`src/hw/rtl/gbci_pkg.sv`:
```
package gbci_pkg;

    // widths of the item fields and of the stored state
    localparam int RATE_W   = 16;
    localparam int TIME_W   = 32;
    localparam int ANGLE_W  = 32;
    localparam int ACC_W    = 64;
    localparam int OFF_W    = 24;
    localparam int SUM_W    = 28;
    localparam int CNT_W    = 10;    // sample counter and calibration count register
    localparam int AXES     = 3;
    localparam int AXIS_W   = 2;

    localparam int IN_DATA_W  = 3 * RATE_W + TIME_W;
    localparam int OUT_DATA_W = 3 * ANGLE_W;

    // rate scaling: inc = v * dt * 32 / 1796875, v in Q8 raw LSB
    localparam int RATE_SH  = 5;
    localparam int CAL_SH   = 8;
    localparam int DIV_W    = 21;
    localparam logic [DIV_W-1:0] DEN_RATE = DIV_W'(1796875);

    localparam int VAL_W    = OFF_W + 1;               // raw*256 + offset
    localparam int PROD_W   = VAL_W + TIME_W;          // |v| * dt
    localparam int NUM_W    = 64;                      // divider numerator / quotient

    // divider: RADIX_BITS quotient bits per cycle
    localparam int RADIX_BITS = 4;
    localparam int DIV_STEPS  = NUM_W / RADIX_BITS;
    localparam int STEP_W     = $clog2(DIV_STEPS);

    localparam logic [NUM_W-1:0] OFF_MAX_Q = NUM_W'(8388607);
    localparam logic [NUM_W-1:0] OFF_MIN_Q = NUM_W'(8388608);

    typedef struct packed {
        logic latch_in;
        logic restart;
        logic cal_acc;
        logic axis_clr;
        logic axis_next;
        logic mul;
        logic load;
        logic div_step;
        logic write;
        logic finish_cal;
        logic latch_time;
        logic out_load;
    } t_dp_cmd;

    typedef struct packed {
        logic cmd;
        logic in_cal;
        logic cal_done;
        logic later;
        logic last_axis;
    } t_dp_sts;

endpackage

```
`src/hw/rtl/gyro_bias_calibrate_and_integrate.sv`:
```
// Gyro bias calibration and rate integration. Each input item carries three raw
// signed 16-bit rates and a microsecond timestamp; tuser high instead restarts:
// angles, sums and count clear and calibration begins. While calibrating, the
// rates are summed per axis until cal_sample_count samples (0 acts as 1) are in;
// then each axis offset becomes minus the rounded average in Q8 LSB and the
// timestamp is latched. In run mode a later timestamp advances each angle by
// (raw + offset) / 14.375 deg/s times the elapsed time, rounded to nearest; an
// older or equal timestamp only gets latched. Every item gives one result: the
// three angles as saturated Q16.16 degrees plus the calibrating flag. A restart,
// a plain calibration sample or a stale timestamp passes only through decode to
// the result; an integrating sample or the sample that completes calibration
// also runs, axis by axis, through one shared multiplier and one divider that
// retires 4 quotient bits per cycle (per axis: multiply, load, 16 divide steps
// and write). One item is in work at a time; the output register lets the next
// item enter while the last result waits to be taken. Write cal_sample_count
// only when idle.
module gyro_bias_calibrate_and_integrate (
    input  logic        i_clk,
    input  logic        i_rst_n,
    // configuration: cal_sample_count
    input  logic        i_cfg_we,
    input  logic [9:0]  i_cfg_wdata,
    // input items
    input  logic        s_axis_tvalid,
    output logic        s_axis_tready,
    input  logic [79:0] s_axis_tdata,  // rate_x[15:0], rate_y[31:16], rate_z[47:32],
                                       // time_us[79:48]
    input  logic        s_axis_tuser,  // cmd: 1 = restart calibration
    // result items
    output logic        m_axis_tvalid,
    input  logic        m_axis_tready,
    output logic [95:0] m_axis_tdata,  // angle_x[31:0], angle_y[63:32], angle_z[95:64]
    output logic        m_axis_tuser   // calibrating
);

    gbci_pkg::t_dp_cmd w_cmd;
    gbci_pkg::t_dp_sts w_sts;

    gbci_ctrl u_ctrl (
        .i_clk       (i_clk),
        .i_rst_n     (i_rst_n),
        .i_in_valid  (s_axis_tvalid),
        .o_in_ready  (s_axis_tready),
        .o_out_valid (m_axis_tvalid),
        .i_out_ready (m_axis_tready),
        .o_cmd       (w_cmd),
        .i_sts       (w_sts)
    );

    gbci_dp u_dp (
        .i_clk       (i_clk),
        .i_rst_n     (i_rst_n),
        .i_cfg_we    (i_cfg_we),
        .i_cfg_wdata (i_cfg_wdata),
        .i_in_cmd    (s_axis_tuser),
        .i_in_data   (s_axis_tdata),
        .i_cmd       (w_cmd),
        .o_sts       (w_sts),
        .o_out_data  (m_axis_tdata),
        .o_out_cal   (m_axis_tuser)
    );

endmodule

```
`src/hw/rtl/gbci_ctrl.sv`:
```
module gbci_ctrl (
    input  logic              i_clk,
    input  logic              i_rst_n,
    input  logic              i_in_valid,
    output logic              o_in_ready,
    output logic              o_out_valid,
    input  logic              i_out_ready,
    output gbci_pkg::t_dp_cmd o_cmd,
    input  gbci_pkg::t_dp_sts i_sts
);

    typedef enum logic [6:0] {
        S_IDLE   = 7'b0000001,
        S_DECODE = 7'b0000010,
        S_MUL    = 7'b0000100,
        S_LOAD   = 7'b0001000,
        S_DIV    = 7'b0010000,
        S_WRITE  = 7'b0100000,
        S_FINISH = 7'b1000000
    } t_state;

    t_state                        r_state, n_state;
    logic [gbci_pkg::STEP_W-1:0]   r_step, n_step;
    logic                          r_out_valid, n_out_valid;

    always_comb begin
        n_state     = r_state;
        n_step      = r_step;
        n_out_valid = r_out_valid;
        o_cmd       = '0;
        if (r_out_valid && i_out_ready) begin
            n_out_valid = 1'b0;
        end
        unique case (r_state)
            S_IDLE: begin
                if (i_in_valid) begin
                    o_cmd.latch_in = 1'b1;
                    n_state        = S_DECODE;
                end
            end
            S_DECODE: begin
                priority if (i_sts.cmd) begin
                    o_cmd.restart = 1'b1;
                    n_state       = S_FINISH;
                end else if (i_sts.in_cal) begin
                    o_cmd.cal_acc  = 1'b1;
                    o_cmd.axis_clr = 1'b1;
                    n_state        = i_sts.cal_done ? S_MUL : S_FINISH;
                end else if (i_sts.later) begin
                    o_cmd.axis_clr = 1'b1;
                    n_state        = S_MUL;
                end else begin
                    o_cmd.latch_time = 1'b1;
                    n_state          = S_FINISH;
                end
            end
            S_MUL: begin
                o_cmd.mul = 1'b1;
                n_state   = S_LOAD;
            end
            S_LOAD: begin
                o_cmd.load = 1'b1;
                n_step     = '0;
                n_state    = S_DIV;
            end
            S_DIV: begin
                o_cmd.div_step = 1'b1;
                n_step         = r_step + 1'b1;
                if (r_step == gbci_pkg::STEP_W'(gbci_pkg::DIV_STEPS - 1)) begin
                    n_state = S_WRITE;
                end
            end
            S_WRITE: begin
                o_cmd.write = 1'b1;
                if (i_sts.last_axis) begin
                    // last axis: leave calibration or just take the new timestamp
                    o_cmd.finish_cal = i_sts.in_cal;
                    o_cmd.latch_time = !i_sts.in_cal;
                    n_state          = S_FINISH;
                end else begin
                    o_cmd.axis_next = 1'b1;
                    n_state         = S_MUL;
                end
            end
            S_FINISH: begin
                if (!r_out_valid || i_out_ready) begin
                    o_cmd.out_load = 1'b1;
                    n_out_valid    = 1'b1;
                    n_state        = S_IDLE;
                end
            end
            default: begin
                n_state = S_IDLE;
            end
        endcase
    end

    always_ff @(posedge i_clk) begin
        if (!i_rst_n) begin
            r_state     <= S_IDLE;
            r_step      <= '0;
            r_out_valid <= 1'b0;
        end else begin
            r_state     <= n_state;
            r_step      <= n_step;
            r_out_valid <= n_out_valid;
        end
    end

    // no item taken while reset is held
    assign o_in_ready  = (r_state == S_IDLE) && i_rst_n;
    assign o_out_valid = r_out_valid;

endmodule

```
`src/hw/rtl/gbci_dp.sv`:
```
module gbci_dp (
    input  logic                                i_clk,
    input  logic                                i_rst_n,
    input  logic                                i_cfg_we,
    input  logic [gbci_pkg::CNT_W-1:0]          i_cfg_wdata,
    input  logic                                i_in_cmd,
    input  logic [gbci_pkg::IN_DATA_W-1:0]      i_in_data,
    input  gbci_pkg::t_dp_cmd                   i_cmd,
    output gbci_pkg::t_dp_sts                   o_sts,
    output logic [gbci_pkg::OUT_DATA_W-1:0]     o_out_data,
    output logic                                o_out_cal
);

    localparam int RW = gbci_pkg::RATE_W;
    localparam int DW = gbci_pkg::DIV_W;
    localparam int NW = gbci_pkg::NUM_W;
    localparam int AW = gbci_pkg::ACC_W;

    function automatic logic [gbci_pkg::ANGLE_W-1:0] sat_angle(input logic signed [AW-1:0] a);
        logic signed [AW-1:0] hi;
        logic signed [AW-1:0] lo;
        hi = {{(AW-gbci_pkg::ANGLE_W+1){1'b0}}, {(gbci_pkg::ANGLE_W-1){1'b1}}};
        lo = {{(AW-gbci_pkg::ANGLE_W+1){1'b1}}, {(gbci_pkg::ANGLE_W-1){1'b0}}};
        if (a > hi) begin
            sat_angle = hi[gbci_pkg::ANGLE_W-1:0];
        end else if (a < lo) begin
            sat_angle = lo[gbci_pkg::ANGLE_W-1:0];
        end else begin
            sat_angle = a[gbci_pkg::ANGLE_W-1:0];
        end
    endfunction

    // configuration and item latch
    logic [gbci_pkg::CNT_W-1:0]         r_cfg;
    logic                               r_cmd;
    logic signed [RW-1:0]               r_rate [gbci_pkg::AXES];
    logic [gbci_pkg::TIME_W-1:0]        r_time;

    // architectural state
    logic signed [AW-1:0]               r_angle  [gbci_pkg::AXES];
    logic signed [gbci_pkg::OFF_W-1:0]  r_offset [gbci_pkg::AXES];
    logic signed [gbci_pkg::SUM_W-1:0]  r_sum    [gbci_pkg::AXES];
    logic [gbci_pkg::CNT_W-1:0]         r_count;
    logic                               r_in_cal;
    logic [gbci_pkg::TIME_W-1:0]        r_last_time;

    // shared multiply / divide path
    logic [gbci_pkg::AXIS_W-1:0]        r_axis;
    logic [gbci_pkg::PROD_W-1:0]        r_prod;
    logic                               r_neg;
    logic [NW-1:0]                      r_num;
    logic [DW:0]                        r_rem;
    logic [DW-1:0]                      r_div;

    logic [gbci_pkg::OUT_DATA_W-1:0]    r_out_data;
    logic                               r_out_cal;

    logic [gbci_pkg::CNT_W-1:0]         w_target;
    logic [gbci_pkg::CNT_W-1:0]         w_count_inc;
    logic [gbci_pkg::TIME_W-1:0]        w_dt;
    logic signed [gbci_pkg::VAL_W-1:0]  w_v;
    logic [gbci_pkg::VAL_W-1:0]         w_mag_v;
    logic signed [gbci_pkg::SUM_W-1:0]  w_sum_sel;
    logic [gbci_pkg::SUM_W-1:0]         w_mag_sum;
    logic [gbci_pkg::PROD_W-1:0]        w_prod_run;
    logic [DW-1:0]                      w_div_sel;
    logic [NW-1:0]                      w_num_sel;
    logic [DW:0]                        n_rem;
    logic [NW-1:0]                      n_num;
    logic signed [gbci_pkg::OFF_W-1:0]  w_off_new;
    logic signed [AW-1:0]               w_inc;
    logic signed [AW:0]                 w_acc_sum;
    logic signed [AW-1:0]               w_acc_new;

    assign w_target    = (r_cfg == '0) ? gbci_pkg::CNT_W'(1) : r_cfg;
    assign w_count_inc = r_count + 1'b1;
    assign w_dt        = r_time - r_last_time;

    assign w_v = {{1{r_rate[r_axis][RW-1]}}, r_rate[r_axis], 8'b0}
               + {r_offset[r_axis][gbci_pkg::OFF_W-1], r_offset[r_axis]};
    assign w_mag_v    = w_v[gbci_pkg::VAL_W-1] ? -w_v : w_v;
    assign w_sum_sel  = r_sum[r_axis];
    assign w_mag_sum  = w_sum_sel[gbci_pkg::SUM_W-1] ? -w_sum_sel : w_sum_sel;
    assign w_prod_run = w_mag_v * w_dt;

    assign w_div_sel = r_in_cal ? DW'(w_target) : gbci_pkg::DEN_RATE;
    assign w_num_sel = (r_in_cal ? NW'(r_prod) : NW'({r_prod, {gbci_pkg::RATE_SH{1'b0}}}))
                     + NW'(w_div_sel >> 1);

    // restoring division, RADIX_BITS quotient bits per cycle
    always_comb begin
        n_rem = r_rem;
        n_num = r_num;
        for (int k = 0; k < gbci_pkg::RADIX_BITS; k++) begin
            n_rem = {n_rem[DW-1:0], n_num[NW-1]};
            n_num = {n_num[NW-2:0], 1'b0};
            if (n_rem >= {1'b0, r_div}) begin
                n_rem    = n_rem - {1'b0, r_div};
                n_num[0] = 1'b1;
            end
        end
    end

    // offset = -(rounded average), clamped to 24 bits
    always_comb begin
        if (r_neg) begin
            w_off_new = (r_num > gbci_pkg::OFF_MAX_Q) ? gbci_pkg::OFF_W'(8388607)
                                                      : r_num[gbci_pkg::OFF_W-1:0];
        end else begin
            w_off_new = (r_num > gbci_pkg::OFF_MIN_Q) ? gbci_pkg::OFF_W'(8388608)
                                                      : -r_num[gbci_pkg::OFF_W-1:0];
        end
    end

    // saturating angle update
    assign w_inc     = r_neg ? -$signed(r_num) : $signed(r_num);
    assign w_acc_sum = {r_angle[r_axis][AW-1], r_angle[r_axis]} + {w_inc[AW-1], w_inc};
    always_comb begin
        if (w_acc_sum[AW] != w_acc_sum[AW-1]) begin
            w_acc_new = w_acc_sum[AW] ? {1'b1, {(AW-1){1'b0}}} : {1'b0, {(AW-1){1'b1}}};
        end else begin
            w_acc_new = w_acc_sum[AW-1:0];
        end
    end

    always_ff @(posedge i_clk) begin
        if (!i_rst_n) begin
            r_cfg       <= gbci_pkg::CNT_W'(300);
            r_count     <= '0;
            r_in_cal    <= 1'b0;
            r_last_time <= '0;
            r_axis      <= '0;
            for (int a = 0; a < gbci_pkg::AXES; a++) begin
                r_angle[a]  <= '0;
                r_offset[a] <= '0;
                r_sum[a]    <= '0;
            end
        end else begin
            if (i_cfg_we) begin
                r_cfg <= i_cfg_wdata;
            end
            if (i_cmd.restart) begin
                for (int a = 0; a < gbci_pkg::AXES; a++) begin
                    r_angle[a] <= '0;
                    r_sum[a]   <= '0;
                end
                r_count  <= '0;
                r_in_cal <= 1'b1;
            end
            if (i_cmd.cal_acc) begin
                for (int a = 0; a < gbci_pkg::AXES; a++) begin
                    r_sum[a] <= r_sum[a] + gbci_pkg::SUM_W'(r_rate[a]);
                end
                r_count <= w_count_inc;
            end
            if (i_cmd.axis_clr) begin
                r_axis <= '0;
            end else if (i_cmd.axis_next) begin
                r_axis <= r_axis + 1'b1;
            end
            if (i_cmd.write) begin
                if (r_in_cal) begin
                    r_offset[r_axis] <= w_off_new;
                end else begin
                    r_angle[r_axis] <= w_acc_new;
                end
            end
            if (i_cmd.finish_cal) begin
                r_in_cal    <= 1'b0;
                r_last_time <= r_time;
            end
            if (i_cmd.latch_time) begin
                r_last_time <= r_time;
            end
        end
    end

    // payload registers
    always_ff @(posedge i_clk) begin
        if (i_cmd.latch_in) begin
            r_cmd     <= i_in_cmd;
            r_rate[0] <= i_in_data[RW-1:0];
            r_rate[1] <= i_in_data[2*RW-1:RW];
            r_rate[2] <= i_in_data[3*RW-1:2*RW];
            r_time    <= i_in_data[gbci_pkg::IN_DATA_W-1:3*RW];
        end
        if (i_cmd.mul) begin
            if (r_in_cal) begin
                r_prod <= gbci_pkg::PROD_W'({w_mag_sum, {gbci_pkg::CAL_SH{1'b0}}});
                r_neg  <= w_sum_sel[gbci_pkg::SUM_W-1];
            end else begin
                r_prod <= w_prod_run;
                r_neg  <= w_v[gbci_pkg::VAL_W-1];
            end
        end
        if (i_cmd.load) begin
            r_num <= w_num_sel;
            r_rem <= '0;
            r_div <= w_div_sel;
        end else if (i_cmd.div_step) begin
            r_num <= n_num;
            r_rem <= n_rem;
        end
        if (i_cmd.out_load) begin
            r_out_data <= {sat_angle(r_angle[2]), sat_angle(r_angle[1]),
                           sat_angle(r_angle[0])};
            r_out_cal  <= r_in_cal;
        end
    end

    assign o_sts.cmd       = r_cmd;
    assign o_sts.in_cal    = r_in_cal;
    assign o_sts.cal_done  = (w_count_inc >= w_target);
    assign o_sts.later     = (r_time > r_last_time);
    assign o_sts.last_axis = (r_axis == gbci_pkg::AXIS_W'(gbci_pkg::AXES - 1));

    assign o_out_data = r_out_data;
    assign o_out_cal  = r_out_cal;

endmodule

```
`config.mk`:
```
export PLATFORM = sky130hd
export DESIGN_NAME = gyro_bias_calibrate_and_integrate
export DESIGN_NICKNAME = d
export VERILOG_FILES = /design/src/hw/rtl/gbci_pkg.sv /design/src/hw/rtl/gyro_bias_calibrate_and_integrate.sv /design/src/hw/rtl/gbci_ctrl.sv /design/src/hw/rtl/gbci_dp.sv
export SDC_FILE = /design/constraint.sdc
export NUM_CORES = 2
export LEC_CHECK = 0
export BUFFER_PORTS_ARGS = -buffer_cell sky130_fd_sc_hd__buf_2
export CAP_MARGIN = 20
export CORE_ASPECT_RATIO = 1.75
export CORE_MARGIN = 3
export CORE_UTILIZATION = 40
export CTS_CLUSTER_SIZE = 25
export DETAILED_ROUTE_END_ITERATION = 6
export PLACE_DENSITY = 0.56
export SLEW_MARGIN = 0
export SYNTH_ARGS = -nofsm -noshare
export SYNTH_HDL_FRONTEND = slang
export SYNTH_HIERARCHICAL = 1
export SYNTH_SLANG_ARGS = --single-unit
```
`constraint.sdc`:
```
create_clock -name i_clk -period 30.4 [get_ports i_clk]
set_input_delay 0 -clock i_clk [delete_from_list [all_inputs] [get_ports i_clk]]
set_output_delay 0 -clock i_clk [all_outputs]
set_load 0.05 [all_outputs]
```
# == Word level (Yosys, flattened, before mapping) ==
# Memories as Yosys holds them, arrays and structs flattened. A register that Yosys moved wholly into a read port is not among the register bits.
# Cells that the tools add are included.
# W data, S select, Z words.
# classes
n_reduce_logical,15
n_eq_ne,13
mul,1
bitwise_logic,10
magnitude_cmp,14
add_sub_neg,18
mux,103
# ops
cell,n
$mux W64,9
$mux W28,7
$gt A64 B32 Y1 const B,3
$lt A64 B32 Y1 const B,3
$mux W32,5
$mux W21,5
$mux W24,4
$ge A22 B21 Y1,4
$add A28 B16 Y28,3
$sub A21 B21 Y21,4
$add A64 B64 Y65,1
$add A64 B20 Y64,1
$gt A64 B23 Y1 const B,1
$gt A64 B24 Y1 const B,1
$neg A64 Y64,1
$reduce_or A64 Y1,1
$mux W62,1
$mul A25 B32 Y57,1
$mux W7,8
$pmux W7 S7,1
$mux W1,42
$mux W36,1
$gt A32 B32 Y1,1
$sub A32 B32 Y32,1
36 further kinds,65
# word_totals
output_inout_bits,99
memories,4
mem_bits_rw,396
register_bits,361
# memory_table
name,depth,word_bits,rd,rd_ports_with_merged_regs,wr,line,text
u_dp.r_angle,3,64,4,1,3,gbci_dp.sv:40,logic signed [AW-1:0] r_angle [gbci_pkg::AXES];
u_dp.r_sum,3,28,4,1,3,gbci_dp.sv:42,logic signed [gbci_pkg::SUM_W-1:0] r_sum [gbci_pkg::AXES];
u_dp.r_offset,3,24,1,1,3,gbci_dp.sv:41,logic signed [gbci_pkg::OFF_W-1:0] r_offset [gbci_pkg::AXES];
u_dp.r_rate,3,16,4,1,3,gbci_dp.sv:36,logic signed [RW-1:0] r_rate [gbci_pkg::AXES];

# == Longest topological paths before layout ==
# logic_depth
ltp_word,10
depth_mapped,61

# == By module ==
# Netlist, hierarchy kept.
# modules_own_cells
mod,cells_per_inst,instances,area_each_um2
gbci_dp,7966,1,76858.7
gbci_ctrl,89,1,745.7

# == Least setup slack after synthesis ==
# No wires, ideal clock.
# synth_timing
path_kind,flip-flop to flip-flop
start,register (tool-made name)
end,"register u_dp/r_prod[54] (netlist bit), data pin"
t_arrival_ps,14279
setup_slack_ps,15855
path_stages_with_launch,59
n_path_buf,10
cell_sequence,dfxtp_1 > clkbuf_1 > buf_1 > clkbuf_1 > clkbuf_1 > clkbuf_1 > clkbuf_1 > buf_1 > mux2i_1 > o21ai_0 > ha_1 > fa_1 > a21o_1 > a21oi_1 > o21bai_1 > a21oi_1 > o21bai_1 > a21oi_1 > [23 not listed] > inv_1 > fa_1 > inv_1 > ha_1 > a21o_1 > a21o_1 > o21ai_0 > a211oi_1 > o2111ai_1 > a31oi_1 > a221o_1 > and2_0 > a211oi_1 > o21bai_1 > or2_2 > a21oi_1 > xor2_1 > nor2_1
# synth_lines
element,line,text
to (signal assigned),gbci_dp.sv:189,"r_prod <= gbci_pkg::PROD_W'({w_mag_sum, {gbci_pkg::CAL_SH{1'b0}}});"
to (signal assigned),gbci_dp.sv:192,r_prod <= w_prod_run;
to (decl),gbci_dp.sv:49,logic [gbci_pkg::PROD_W-1:0] r_prod;

==> impl_metrics.env <==
export IMPL_path_buf_inv=5
export IMPL_die_area_sq_um=199500
export IMPL_finalSetupViolations=0
export IMPL_slowest_delay_ns=0.89
export IMPL_cts_buffer_depth=3
export IMPL_coreArea_sq_um=192700
export IMPL_ys_ff_latch=837
export IMPL_async_flop_share_pct=0
export IMPL_fin_nets=9543
export IMPL_rsz0062_at_grt="false"
export IMPL_cts_tree="built"
export IMPL_seq_area_frac_synth_pct=31.23
export IMPL_wire_per_inst_um=24.91
export IMPL_status="finished, final reports clean"
export IMPL_slowest_stage="dfxtp_4"
export IMPL_fin_crit_ns=14.44
export IMPL_criticalPathCategory="reg2reg"
export IMPL_die_w_um=339.0
export IMPL_start_util_pct=40.28
export IMPL_start_kind="flip-flop"
export IMPL_synth_fp_nets=9333
export IMPL_tightest_slew_ns=1.201
export IMPL_synth_common_cells="nand2_1, inv_1, edfxtp_1"
export IMPL_synth_top_area_share_pct=28.90
export IMPL_cp_required_ns=30.82
export IMPL_antenna_left=0
export IMPL_top_usage_layer="met2"
export IMPL_crit_family="compound AO/OA/AOI/OAI gates"
export IMPL_drv_cap=0
export IMPL_yosys_top_cells_area="edfxtp_1, fa_1, ha_1"
export IMPL_cts_buffers_inserted=83
export IMPL_drt_total_wl_mm=271.9
export IMPL_maxSlewHeadroom_pct=19.10
export IMPL_path_max_fanout=36
export IMPL_setup_tns_ns=0
export IMPL_grt_remaining_overflow=0
export IMPL_grt_pass1_vias=64237
export IMPL_dr_pass1_iters=6
export IMPL_gp_routability_congestion=0.9833
export IMPL_postSynthCellCount=8055
export IMPL_yosysWarnings=6
export IMPL_min_path_type="in2reg"
export IMPL_drive_gt1_share_pct=8.953
export IMPL_crit_path_frequent_cell="fa_1"
export IMPL_grt_use_met3_pct=2.610
export IMPL_layout_worst_path_cycle_share_pct=47.48
export IMPL_fmax_ghz=0.06927
export IMPL_path_clk_slew_ns=0.07
export IMPL_multi_input_area_sq_um=48740
export IMPL_register_area_sq_um=24240
export IMPL_via_per_inst=5.613
export IMPL_cp_arrival_ns=14.86
export IMPL_worstHoldStart="s_axis_tdata[67]"
export IMPL_drt_iter0_drc=4490
export IMPL_grt_use_met2_pct=49.94
export IMPL_netlist_area_sq_um=77600
export IMPL_worstSetupEndpointType="flip-flop"
export IMPL_grt_max_degree=105
export IMPL_cts_root_buf="clkbuf_16"
export IMPL_synth_most_common_cell="nand2_1"
export IMPL_cts_max_level=3
export IMPL_crit_cells=48
export IMPL_reg2reg_depth=48
export IMPL_hold_viol_final=0
export IMPL_syn2layout_area_growth_pct=11.28
export IMPL_whs_path_depth=2
export IMPL_antenna_found_initial=7
export IMPL_nFillCells=18561
export IMPL_cts_sinks=837
export IMPL_grt_usage_pct=26.92
export IMPL_clk_latency_ns=0.72
export IMPL_dp_hpwl_mm=209.7
export IMPL_yosysTopAreaCell="edfxtp_1"
export IMPL_use_met1_pct=28.09
export IMPL_synth_avg_cell_area_sq_um=9.634
export IMPL_numPortBuffers=194
export IMPL_rows=213
export IMPL_drv_slew=0
export IMPL_synth_ff_type="edfxtp_1"
export IMPL_ios=195
export IMPL_die_h_um=588.7
export IMPL_post_cts_buffers=0
export IMPL_synth_edf_count=747
export IMPL_grt_pass1_wl_mm=404.6
export IMPL_ys_types=94
export IMPL_vias=61272
export IMPL_drcViolationCount=0
export IMPL_worst_clock_skew_ns=0.06243
sequential cells by signal, indices dropped and copies added (netlist names), 2 cells and up, named ones only:
signal and cells:
u_ctrl/r_state 7, u_dp/r_prod 57, u_dp/r_axis 2, u_dp/r_rem 21, u_ctrl/r_step 4, u_dp/r_offset 96
u_dp/r_angle 256, u_dp/r_div 11, u_dp/o_out_data 96, u_dp/r_count 10, u_dp/r_num 64, u_dp/r_cfg 10
u_dp/r_rate 48, u_dp/r_sum 84, u_dp/r_time 32, u_dp/r_last_time 32
worst paths after layout:
kind,to,slack (ns)
max,u_dp/r_prod[54],15.96
max reg2reg,u_dp/r_prod[54],15.96
min,u_dp/r_time[19],0.05
min reg2reg,u_dp/r_last_time[12],0.46
timing repair:
action | 4_1_cts | 5_1_grt
hold buffers | 162 | 0
gates resized for setup | 0 | 0
endpoints found under the hold margin | 123 | 0
placed cells by master, fill, tap and decap left out, drive strengths merged, types with 12 or more instances in the layout:
master,synthesis,layout
a211oi,49,49
a21boi,56,56
a21o,148,148
a21oi,507,507
a221o,12,12
a31oi,39,39
and2,58,58
and3,50,50
buf,50,339
clkbuf,327,94
clkinv,4,41
dfxtp,90,90
dlygate4sd3,0,162
edfxtp,747,747
fa,698,698
ha,484,484
inv,968,975
mux2,61,61
mux2i,96,96
mux4,87,87
nand2,1075,1075
nand2b,87,87
nand3,93,93
nand4,72,72
nor2,655,655
nor2b,126,126
nor3,110,110
nor3b,19,19
nor4,44,44
o211ai,30,30
o21a,35,35
o21ai,269,269
o21bai,38,38
o22ai,62,62
o31ai,46,46
or2,26,26
or3,57,57
or4,23,23
xnor2,287,287
xor2,175,175
area by class of cell:
cell class,count,area share [%]
inverters,972,4.241
flip-flops and latches,837,28.07
diodes,4,0.01159
clock inverters,58,0.7490
well taps,2580,3.738
clock buffers,94,2.453
multi-input cells,5869,56.44
repair buffers,502,4.291
kinds of logic after synthesis:
| logic type | after synthesis | share of synthesized area [%] |
|---|---|---|
| xor gates and xnor gates | 462 | 5.214 |
| AOI/OAI and AO/OA | 1436 | 11.61 |
| buffers and inverters | 1349 | 6.580 |
| and+or+nand+nor | 2537 | 14.81 |
| DFF | 837 | 31.23 |
| muxes | 244 | 4.648 |
| adders and majority gates | 1190 | 25.91 |
routing by layer:
layer	up-vias	wire length, um
li1	27740	-
met1	30525	93360
met2	2177	141500
met3	830	12490
met4	0	24540
met5	-	0
per-stage QoR:
stage / worst slack (ns) / instances / cell area, sq um / util [%] / hold WS (ns)
final: 15.96 / 10916 / 86360 / 44.82 / 0.05332
after global routing: 15.05 / 10913 / 86350 / 44.82 / 0.03046
after CTS: 15.95 / 10912 / 86350 / 44.81 / 0.001966
after detailed placement: 16.00 / 10598 / 81960 / 42.54 / 0.1781
after global placement: 16.10 / 10595 / 81920 / 42.52 / 0.1766
after floorplan: 15.85 / 8055 / 77600 / - / 0.09887
Power is left out: the tool's default activity adds up to more than one toggle a clock period on the data nets, which glitch-free logic cannot reach.
